### src/hw/rtl/mtt_pkg.sv
// ---------------------------------------------------------------------------
// mtt_pkg - shared types for the multi timer table
// operation and reply codes, register indexes and the words passed along
// the row of timer cells
// ---------------------------------------------------------------------------
package mtt_pkg;

	typedef enum logic [1:0] {
		OP_TICK = 2'd0,
		OP_SET  = 2'd1,
		OP_KILL = 2'd2,
		OP_READ = 2'd3
	} op_t;

	typedef enum logic [1:0] {
		KIND_FIRE = 2'd0,
		KIND_SET  = 2'd1,
		KIND_KILL = 2'd2,
		KIND_READ = 2'd3
	} kind_t;

	typedef enum logic {
		REG_RUNNING = 1'b0,
		REG_TICK_MS = 1'b1
	} reg_t;

	localparam logic [9:0] TICK_MS_RESET = 10'd10;

	// command word travelling down the row
	typedef struct packed {
		logic        vld;
		op_t         op;
		logic [5:0]  id;
		logic [31:0] now;
		logic [31:0] ival;
		logic [31:0] pval;
		logic        rep;
		logic        claimed;
	} tok_t;

	// reply word from one cell
	typedef struct packed {
		logic        vld;
		logic [5:0]  slot;
		logic [31:0] param;
	} hit_t;

endpackage

### src/hw/rtl/multi_timer_table_unit.sv
// ---------------------------------------------------------------------------
// multi_timer_table_unit - table of one-shot and periodic timers
// a row of TIMERS slot cells served by a command word that steps one cell
// per cycle; replies are collected and issued with a last marker
// ---------------------------------------------------------------------------
// A command is taken when start is high and busy is low. Tick, set, kill and
// read that reach the table walk the row of TIMERS cells, one cell a cycle,
// so busy stays high until the word has left the last cell, and only then
// can a new command be taken. A tick while stopped gives no word; a set
// while stopped and a kill or read of a slot outside the table reply on the
// next cycle without touching the table. Each result word is shown for one
// cycle with valid high and cannot be held off; the final word of a command
// that walks the row appears in the first cycle with busy low.
module multi_timer_table_unit #(
	parameter int TIMERS = 16
) (
	input  logic        clk,
	input  logic        arst_n,
	input  logic        wr_en,
	input  logic        wr_index,
	input  logic [9:0]  wr_data,
	input  logic        start,
	output logic        busy,
	input  logic [1:0]  opcode,
	input  logic [5:0]  timer_id,
	input  logic [31:0] interval,
	input  logic [31:0] param_value,
	input  logic        repeat_req,
	output logic        valid,
	output logic [1:0]  kind,
	output logic        ok,
	output logic [5:0]  slot,
	output logic [31:0] param_out,
	output logic        last
);

	mtt_pkg::tok_t     chain [TIMERS+1];
	mtt_pkg::hit_t     hits  [TIMERS];
	logic [TIMERS-1:0] hit_vld;
	mtt_pkg::hit_t     hit_any;

	logic              running_q;
	logic [9:0]        tick_ms_q;
	logic [31:0]       now_q;
	logic              busy_q;
	mtt_pkg::op_t      op_q;
	mtt_pkg::tok_t     tok_s0;

	logic              pend_vld_q;
	logic [5:0]        pend_slot_q;
	logic [31:0]       pend_param_q;

	logic              valid_q;
	mtt_pkg::kind_t    kind_q;
	logic              ok_q;
	logic [5:0]        slot_q;
	logic [31:0]       param_q;
	logic              last_q;

	mtt_pkg::op_t      op_in;
	logic              accept;
	logic              id_ok;
	logic              launch;
	logic              exit_w;
	logic [31:0]       now_nxt;

	logic              res_vld;
	mtt_pkg::kind_t    res_kind;
	logic              res_ok;
	logic [5:0]        res_slot;
	logic [31:0]       res_param;
	logic              res_last;

	assign op_in   = mtt_pkg::op_t'(opcode);
	assign accept  = start && !busy_q;
	assign id_ok   = ({1'b0, timer_id} < 7'(TIMERS));
	assign now_nxt = now_q + {22'd0, tick_ms_q};
	assign exit_w  = chain[TIMERS].vld;

	always_comb begin
		case (op_in)
			mtt_pkg::OP_TICK: launch = accept && running_q;
			mtt_pkg::OP_SET:  launch = accept && running_q;
			mtt_pkg::OP_KILL: launch = accept && id_ok;
			mtt_pkg::OP_READ: launch = accept && id_ok;
			default:          launch = 1'b0;
		endcase
	end

	// configuration
	always_ff @(posedge clk or negedge arst_n) begin
		if (!arst_n) begin
			running_q <= 1'b0;
			tick_ms_q <= mtt_pkg::TICK_MS_RESET;
		end else if (wr_en) begin
			case (mtt_pkg::reg_t'(wr_index))
				mtt_pkg::REG_RUNNING: running_q <= wr_data[0];
				mtt_pkg::REG_TICK_MS: tick_ms_q <= wr_data;
				default:              running_q <= running_q;
			endcase
		end
	end

	// command launch
	always_ff @(posedge clk or negedge arst_n) begin
		if (!arst_n) begin
			now_q  <= 32'd0;
			busy_q <= 1'b0;
			op_q   <= mtt_pkg::OP_TICK;
			tok_s0 <= '0;
		end else begin
			tok_s0.vld <= launch;
			if (launch) begin
				busy_q         <= 1'b1;
				op_q           <= op_in;
				tok_s0.op      <= op_in;
				tok_s0.id      <= timer_id;
				tok_s0.now     <= (op_in == mtt_pkg::OP_TICK) ? now_nxt : now_q;
				tok_s0.ival    <= (interval == 32'd0) ? 32'd1 : interval;
				tok_s0.pval    <= param_value;
				tok_s0.rep     <= repeat_req;
				tok_s0.claimed <= 1'b0;
				if (op_in == mtt_pkg::OP_TICK)
					now_q <= now_nxt;
			end else if (exit_w) begin
				busy_q <= 1'b0;
			end
		end
	end

	assign chain[0] = tok_s0;

	for (genvar g = 0; g < TIMERS; g++) begin : g_cell
		mtt_cell #(
			.IDX(g)
		) u_cell (
			.clk    (clk),
			.arst_n (arst_n),
			.tok_in (chain[g]),
			.tok_out(chain[g+1]),
			.hit    (hits[g])
		);
		assign hit_vld[g] = hits[g].vld;
	end

	// only the cell holding the word can answer
	always_comb begin
		hit_any = '0;
		for (int i = 0; i < TIMERS; i++)
			hit_any = hit_any | hits[i];
	end

	always_comb begin
		res_vld   = 1'b0;
		res_kind  = mtt_pkg::kind_t'(op_in);
		res_ok    = 1'b0;
		res_slot  = 6'd0;
		res_param = 32'd0;
		res_last  = 1'b1;
		if (accept) begin
			case (op_in)
				mtt_pkg::OP_SET: begin
					res_vld  = !running_q;
					res_kind = mtt_pkg::KIND_SET;
				end
				mtt_pkg::OP_KILL, mtt_pkg::OP_READ: begin
					res_vld  = !id_ok;
					res_slot = timer_id;
				end
				default: res_vld = 1'b0;
			endcase
		end else if (hit_any.vld) begin
			res_vld   = pend_vld_q;
			res_kind  = mtt_pkg::kind_t'(op_q);
			res_ok    = 1'b1;
			res_slot  = pend_slot_q;
			res_param = pend_param_q;
			res_last  = 1'b0;
		end else if (exit_w) begin
			res_kind = mtt_pkg::kind_t'(op_q);
			if (pend_vld_q) begin
				res_vld   = 1'b1;
				res_ok    = 1'b1;
				res_slot  = pend_slot_q;
				res_param = pend_param_q;
			end else begin
				// set found no free slot
				res_vld = (op_q == mtt_pkg::OP_SET);
			end
		end
	end

	// one word held back so the last marker is known
	always_ff @(posedge clk or negedge arst_n) begin
		if (!arst_n) begin
			pend_vld_q <= 1'b0;
		end else if (hit_any.vld) begin
			pend_vld_q <= 1'b1;
		end else if (exit_w) begin
			pend_vld_q <= 1'b0;
		end
	end

	always_ff @(posedge clk) begin
		if (hit_any.vld) begin
			pend_slot_q  <= hit_any.slot;
			pend_param_q <= hit_any.param;
		end
	end

	always_ff @(posedge clk or negedge arst_n) begin
		if (!arst_n) begin
			valid_q <= 1'b0;
		end else begin
			valid_q <= res_vld;
		end
	end

	always_ff @(posedge clk) begin
		if (res_vld) begin
			kind_q  <= res_kind;
			ok_q    <= res_ok;
			slot_q  <= res_slot;
			param_q <= res_param;
			last_q  <= res_last;
		end
	end

	assign busy      = busy_q;
	assign valid     = valid_q;
	assign kind      = kind_q;
	assign ok        = ok_q;
	assign slot      = slot_q;
	assign param_out = param_q;
	assign last      = last_q;

	a_hit_onehot: assert property (@(posedge clk) disable iff (!arst_n)
		$onehot0(hit_vld))
		else $error("more than one cell answering");

	a_hit_busy: assert property (@(posedge clk) disable iff (!arst_n)
		hit_any.vld |-> busy_q)
		else $error("cell answer while idle");

	a_exit_busy: assert property (@(posedge clk) disable iff (!arst_n)
		exit_w |-> busy_q && !launch)
		else $error("word left the row while idle");

	a_more_follows: assert property (@(posedge clk) disable iff (!arst_n)
		valid_q && !last_q |-> busy_q)
		else $error("word without last marker and nothing in flight");

endmodule

### src/hw/rtl/mtt_cell.sv
// ---------------------------------------------------------------------------
// mtt_cell - one timer slot
// holds the state of a single timer, serves the command word as it passes
// and registers the word before handing it to the next cell
// ---------------------------------------------------------------------------
module mtt_cell #(
	parameter int IDX = 0
) (
	input  logic          clk,
	input  logic          arst_n,
	input  mtt_pkg::tok_t tok_in,
	output mtt_pkg::tok_t tok_out,
	output mtt_pkg::hit_t hit
);

	logic          in_use_q;
	logic          periodic_q;
	logic [31:0]   period_q;
	logic [31:0]   lft_q;
	logic [31:0]   user_q;
	mtt_pkg::tok_t tok_q;
	mtt_pkg::tok_t tok_nxt;
	logic [31:0]   elapsed;
	logic          fire;
	logic          claim;
	logic          addr;

	assign elapsed = tok_in.now - lft_q;
	assign fire  = tok_in.vld && (tok_in.op == mtt_pkg::OP_TICK) && in_use_q
		&& (elapsed >= period_q);
	assign claim = tok_in.vld && (tok_in.op == mtt_pkg::OP_SET) && !tok_in.claimed
		&& !in_use_q;
	assign addr  = tok_in.vld
		&& ((tok_in.op == mtt_pkg::OP_KILL) || (tok_in.op == mtt_pkg::OP_READ))
		&& (tok_in.id == 6'(IDX));

	always_comb begin
		hit.vld   = fire || claim || addr;
		hit.slot  = (fire || claim || addr) ? 6'(IDX) : 6'd0;
		hit.param = addr ? user_q : 32'd0;
		tok_nxt         = tok_in;
		tok_nxt.claimed = tok_in.claimed || claim;
	end

	always_ff @(posedge clk or negedge arst_n) begin
		if (!arst_n) begin
			in_use_q <= 1'b0;
			user_q   <= 32'd0;
			tok_q    <= '0;
		end else begin
			tok_q <= tok_nxt;
			if (claim) begin
				in_use_q <= 1'b1;
				user_q   <= tok_in.pval;
			end else if (fire && !periodic_q) begin
				in_use_q <= 1'b0;
			end else if (addr && (tok_in.op == mtt_pkg::OP_KILL)) begin
				in_use_q <= 1'b0;
			end
		end
	end

	always_ff @(posedge clk) begin
		if (claim) begin
			period_q   <= tok_in.ival;
			periodic_q <= tok_in.rep;
			lft_q      <= tok_in.now;
		end else if (fire) begin
			lft_q <= tok_in.now;
		end
	end

	assign tok_out = tok_q;

endmodule

### config.mk
export PLATFORM = sky130hd
export DESIGN_NAME = multi_timer_table_unit
export DESIGN_NICKNAME = d
export VERILOG_FILES = /design/src/hw/rtl/mtt_pkg.sv /design/src/hw/rtl/multi_timer_table_unit.sv /design/src/hw/rtl/mtt_cell.sv
export SDC_FILE = /design/constraint.sdc
export NUM_CORES = 2
export LEC_CHECK = 0
export BUFFER_PORTS_ARGS = -buffer_cell sky130_fd_sc_hd__buf_2
export CORE_MARGIN = 2
export CORE_UTILIZATION = 45
export DETAILED_ROUTE_END_ITERATION = 6
export SYNTH_ARGS = -nofsm -noshare
export SYNTH_HDL_FRONTEND = slang
export SYNTH_SLANG_ARGS = --single-unit
### constraint.sdc
create_clock -name clk -period 15 [get_ports clk]
set_input_delay 0.75 -clock clk [delete_from_list [all_inputs] [get_ports clk]]
set_output_delay 0.75 -clock clk [all_outputs]
set_load 0.01 [all_outputs]
; ---- Yosys cells after proc, flatten, opt, wreduce, memory -nomap -nowiden
; Cells that the tools add are included.
[totals]
reg_bits = 3374
wordCells = 806
[op_classes]
addsub = 17
n_lt_le_gt_ge = 17
n_eq_ne = 66
mux = 138
n_bitwise = 16
reduce_logical = 332
[op_table]
columns = cell, n
row1 = 32-bit 2-to-1 mux, 53
row2 = 39-bit bitwise OR, 15
row3 = 32-bit greater-or-equal comparator, 16
row4 = 32-bit subtractor, 16
row5 = 1-bit logical AND, 162
row6 = 2-bit == test (second input constant), 34
row7 = 1-bit logical OR, 62
row8 = 1-bit 2-to-1 mux, 60
row9 = 1-bit logical NOT, 50
row10 = 6-bit by 4-bit == test with 1-bit output (second input constant), 8
row11 = 3-bit nonzero test, 16
row12 = 2-bit nonzero test, 18
row13 = 2-bit by 1-bit == test with 1-bit output (second input constant), 17
row14 = 2-bit logical NOT, 17
row15 = 32-bit by 10-bit adder with 32-bit output, 1
row16 = 32-bit logical NOT, 1
row17 = 4-bit 2-to-1 mux, 8
row18 = 6-bit 2-to-1 mux, 5
row19 = 6-bit by 3-bit == test with 1-bit output (second input constant), 4
row20 = 6-bit by 2-bit == test with 1-bit output (second input constant), 2
row21 = 2-bit 2-to-1 mux, 6
row22 = 3-bit 2-to-1 mux, 4
row23 = 6-bit by 1-bit == test with 1-bit output (second input constant), 1
row24 = 6-bit logical NOT, 1
row25 = other kinds (5), 9

; ---- Longest topological paths before layout
[depth]
word_depth = 24
mapped_depth = 29

; ---- Cells and area by module
; Synthesis repeated with hierarchy kept, for this count alone.
[hier_totals]
cells_unflattened = 12968
area_unflattened_um2 = 151432.7
[modules_own_cells]
columns = mod, n_inst, cells_per_inst, area_each_um2
row1 = mtt_cell at g_cell[11].u_cell ..., 3, 761, 8868.5
row2 = mtt_cell at g_cell[10].u_cell ..., 2, 763, 8912.3
row3 = mtt_cell at g_cell[1].u_cell ..., 2, 760, 8869.8
row4 = multi_timer_table_unit, 1, 804, 9203.8
row5 = mtt_cell at g_cell[8].u_cell, 1, 766, 8944.8
row6 = mtt_cell at g_cell[9].u_cell, 1, 766, 8939.8
row7 = mtt_cell at g_cell[7].u_cell, 1, 768, 8922.3
row8 = mtt_cell at g_cell[4].u_cell, 1, 763, 8917.3
row9 = mtt_cell at g_cell[0].u_cell, 1, 763, 8914.8
row10 = mtt_cell at g_cell[3].u_cell, 1, 762, 8908.5
row11 = mtt_cell at g_cell[15].u_cell, 1, 763, 8907.3
row12 = mtt_cell at g_cell[6].u_cell, 1, 747, 8849.7
row13 = mtt_cell at g_cell[12].u_cell, 1, 737, 8754.6

; ---- Worst setup path after synthesis
; No wires, ideal clock.
[synth_timing]
kind = register to register
start = reg tok_s0 (netlist bit chain[1778])
end = reg kind_q[0] (netlist: kind[0]), enable pin
setup_ns = 0.468
arrival_ns = 9.431
setup_slack_ns = 5.101
path_stages_with_launch = 23
n_path_buf = 0
synth_period_minus_slack_ns = 9.899
cell_sequence = dfrtp_1 > inv_1 > ha_1 > inv_1 > fa_1 > a21oi_1 > nor2b_1 > a311o_1 > o311ai_0 > nand3_1 > a41oi_1 > o2111ai_1 > nand3_1 > nand2_1 > xor2_1 > ha_1 > nand4_1 > or4_1 > o31ai_1 > o221ai_1 > o31ai_1 > o41ai_1 > a31oi_1
[synth_via]
elab_chain_len = 22
[synth_lines]
columns = item, line_no
row1 = from (decl), multi_timer_table_unit.sv:47  ; mtt_pkg::tok_t tok_s0;
row2 = 32-bit subtractor, mtt_cell.sv:28  ; assign elapsed = tok_in.now - lft_q;
row3 = 32-bit greater-or-equal comparator, mtt_cell.sv:30  ; && (elapsed >= period_q);
row4 = 1-bit logical AND, mtt_cell.sv:30
row5 = 1-bit logical OR (2 in a row), mtt_cell.sv:38  ; hit.vld = fire || claim || addr;
row6 = 39-bit bitwise OR (15 in a row), multi_timer_table_unit.sv:150  ; hit_any = hit_any | hits[i];
row7 = 1-bit 2-to-1 mux, multi_timer_table_unit.sv:172  ; end else if (hit_any.vld) begin
row8 = 1-bit 2-to-1 mux, multi_timer_table_unit.sv:160  ; if (accept) begin
row9 = via res_vld, multi_timer_table_unit.sv:67  ; logic res_vld;
row10 = to (signal assigned), multi_timer_table_unit.sv:221  ; kind_q <= res_kind;
row11 = to (decl), multi_timer_table_unit.sv:54  ; mtt_pkg::kind_t kind_q;
; The timed path passes the listed nets, and every way through them passes these cells.
; A chain may end at the register's enable or synchronous reset.

; ---- Worst setup path in the final report
[layout_timing]
start = reg g_cell[13].u_cell.tok_q (netlist bit g_cell[13].u_cell.tok_out[66])
end = reg param_q[9] (netlist: param_out[9]), enable pin
[layout_via]
elab_chain_len = 9
[layout_lines]
columns = item, line_no
row1 = from (decl), mtt_cell.sv:21  ; mtt_pkg::tok_t tok_q;
row2 = from (signal assigned), mtt_cell.sv:51  ; tok_q <= tok_nxt;
row3 = 32-bit subtractor, mtt_cell.sv:28
row4 = 32-bit greater-or-equal comparator, mtt_cell.sv:30
row5 = 1-bit logical AND, mtt_cell.sv:30
row6 = 1-bit logical OR (2 in a row), mtt_cell.sv:38
row7 = 39-bit bitwise OR (2 in a row), multi_timer_table_unit.sv:150
row8 = 1-bit 2-to-1 mux, multi_timer_table_unit.sv:172
row9 = 1-bit 2-to-1 mux, multi_timer_table_unit.sv:160
row10 = via res_vld, multi_timer_table_unit.sv:67
row11 = to (signal assigned), multi_timer_table_unit.sv:224  ; param_q <= res_param;
row12 = to (decl), multi_timer_table_unit.sv:57  ; logic [31:0] param_q;
; The timed path passes the listed nets, and every way through them passes these cells.

==> summary.txt <==
Starting Density: 45.16%
Hold Path Class: in2reg
RSZ-0062 raised after global routing: no
Syn Inst Count: 11250
Setup crit end kind: flop
I/O pin total: 132
Vias: 86410
Synth area leaders: dfrtp_1, edfxtp_1, ha_1
Delay-heaviest family, CP: compound AO/OA/AOI/OAI gates
DRC violations left: 0
Util after Layout: 51.36%
First-pass GRT wire length: 539.1 mm
Count of flip-flops with a built-in enable after synthesis: 1118
Setup-failing EPs final: 0
Initial drt markers: 6401
Setup Skew: 0.1359 ns
Die height: 560.3 um
Sink Count: 3372
Final number of hold-violating endpoints: 0
Min setup slack post-route: 6.878 ns
Fraction of registers with async set/reset: 66.84%
Total Die Area: 313900 um2
Worst-skew pair later-pin latency: 0.99 ns
Worst Tran Pin Value: 1.225 ns
Tcrit/Tclk final: 54.15%
Pin count of the biggest net entering global routing: 169
Max VDD drop: 0.0001085 V
P_sw: 4.772 mW
WP data required: 15.53 ns
Total power: 20.72 mW
Status: completed
Clk root buf: clkbuf_16
Core area: 308300 um2
Clock slew at reported path FFs: 0.06 ns
Critical path fanouts, max: 43
Total of max-cap violations: 0
Clock network fraction of total power: 44.2%
Initial antenna violation count: 10
Pre-Repair DR Iteration Count: 6
Syn_nets: 12370
Setup WS pre-CTS: 6.904 ns
Sequential share of the synthesized area: 64.61%
Fin area: 158300 um2
GR Util All Layers: 22.33%
Final ANT Viol Nets: 0
TritonCTS clock tree: yes
Dominant synthesized flop cell: dfrtp_1
Vias in the first global route: 88360
Crit path largest cell delay: 0.55 ns
Synth warnings: 0
Synth Area per Inst: 12.38 um2
WP buf/inv: 3
CTS buffer count: 357
Ratio of cells with drive above 1 in the final layout: 8.043%
Commonest non-fill, non-tap cell in the layout: dfrtp_1
Reg2reg setup slack: 6.88 ns
# rows: 204
Area leader, netlist: dfrtp_1
Max Clk Rate: 123.1 MHz
Fin. max-slew vios: 0
CTS resizes: 0
Startpoint Class: flop
WL/cell: 21.71 um
H-tree depth: 5
PD cells: 130.8 nW/um2
Setup TNS: 0 ns
Via density: 5.351
GRT overflow: 0
Worst slew margin: 17.45%
DP HPWL: 235.2 mm
Syn Std Cell Area: 139300 um2
Slowest CP cell: buf_4
CP Class: reg2reg
Nets@finish: 12850
Die Wd: 560.3 um
Arrival time worst endpoint: 8.65 ns
DP Area: 145400 um2
Logic pwr share: 4.4%
Final worst path period need: 8.122 ns
# port buffers: 131
Post-synth cell types: 78
Deepest clock path buffer count: 4
Share of the synthesized area in the top cell type: 40.47%
Area grow syn2layout: 13.71%
Leakage power: 79.30 nW
Seq pwr share: 51.5%
FF+latch count, synth: 3372
Gpl congestion: 0.8858
Routed WL: 350.5 mm
Post-CTS setup buffer count: 0
Most frequent cells in the layout: dfrtp_1, nand2_1, inv_1
Sw Share: 23.04%
P_int: 15.94 mW
-- synthesized netlist by cell type, drive strengths merged, types with 44 or more instances --
cell type  number
inv          1154
xnor2         326
ha           1018
a31oi          50
and2           51
dfrtp        2252
nand4         126
edfxtp       1118
o21bai         71
nor4           44
nor2          325
nand2        1954
o21ai         279
nor3           74
xor2          150
clkbuf        151
nor2b          69
a22o          137
a21oi         510
mux2           47
a221oi        141
and3           77
nand2b        107
nand3         120
o21a           82
a211oi         55
a21o          340
-- final cells by class --
class                      instances  area [um2]
fill                           26500      150000
sequential                      3372       89980
multi-input combinational       6545       44460
clock buffer                     494       10380
tap                             4120        5155
inverter                        1163        4365
timing repair buffer             286        2064
clock inverter                   163        1937
antenna                            4       10.01
-- path summary, 6_finish.rpt --
check	start	endpoint	depth (start not counted)
min	param_value[19]	chain[1733]	3
max in group asynchronous	arst_n	g_cell[4].u_cell.tok_out[105]	5
max reg2reg	g_cell[13].u_cell.tok_out[66]	param_out[9]	25
max	g_cell[13].u_cell.tok_out[66]	param_out[9]	25
min reg2reg	g_cell[0].u_cell.tok_out[31]	g_cell[1].u_cell.tok_out[31]	0
min in group asynchronous	arst_n	g_cell[4].u_cell.tok_out[9]	2
-- state kept, by name, indices dropped and copies added (netlist names), 2 cells and up --
signal / flops
tick_ms_q: 10
kind: 2
g_cell.u_cell.in_use_q: 16
g_cell.u_cell.lft_q: 512
pend_slot_q: 4
slot: 6
pend_param_q: 32
g_cell.u_cell.tok_out: 1606
g_cell.u_cell.periodic_q: 16
g_cell.u_cell.user_q: 512
chain: 106
g_cell.u_cell.period_q: 512
param_out: 32
-- layer usage --
metal	global-route usage (%)	vias to the layer above	share of wire (%)
li1	-	39890	-
met2	36.57	2316	47
met3	3.887	721	5.9
met1	30.38	43480	44
met5	0	-	0.011
met4	6.866	6	3.3
-- cell families (layout without fill, tap and decap cells) --
family / Yosys count / count (layout) / synth area share, %
xor gates and xnor gates: 476 / 476 / 2.994
buffers and inverters: 1329 / 2106 / 3.604
and+or+nand+nor: 3071 / 3071 / 9.703
muxes: 48 / 48 / 0.3873
AOI/OAI and AO/OA: 1915 / 1915 / 9.307
other: 0 / 4 / 0
adders and majority gates: 1035 / 1035 / 9.391
DFF: 3372 / 3372 / 64.61
-- through the flow --
stage | cells | hold WS (ns)
floorplan | 11250 | 0.3454
detailed placement | 15430 | 0.3524
global placement | 15430 | 0.3536
CTS | 16140 | 0.001922
finish | 16150 | 0.06898
global route | 16140 | 0.04003
-- power by group through the flow --
| stage | Sequential [mW] | Combinational (mW) | Clock [mW] |
|---|---|---|---|
| after floorplan | 10.6 | 0.553 | 0 |
| after global placement | 10.8 | 0.863 | 0 |
| after detailed placement | 10.9 | 0.894 | 0 |
| after CTS | 10.7 | 0.913 | 9.32 |
| after global routing | 10.7 | 1.03 | 9.71 |
| final | 10.7 | 0.901 | 9.16 |
-- what timing repair did --
| item | CTS | global route |
|---|---|---|
| hold buffers | 57 | 0 |
| hold endpoints to repair | 209 | 0 |
| endpoints found under the setup margin | 0 | 0 |
-- tightest hold or removal path: stages --
cell	delay [ns]
buf_2	0.08
nand2_1	0.09
nand2_1	0.07
Note: power is estimated with default switching activity, not from simulation.
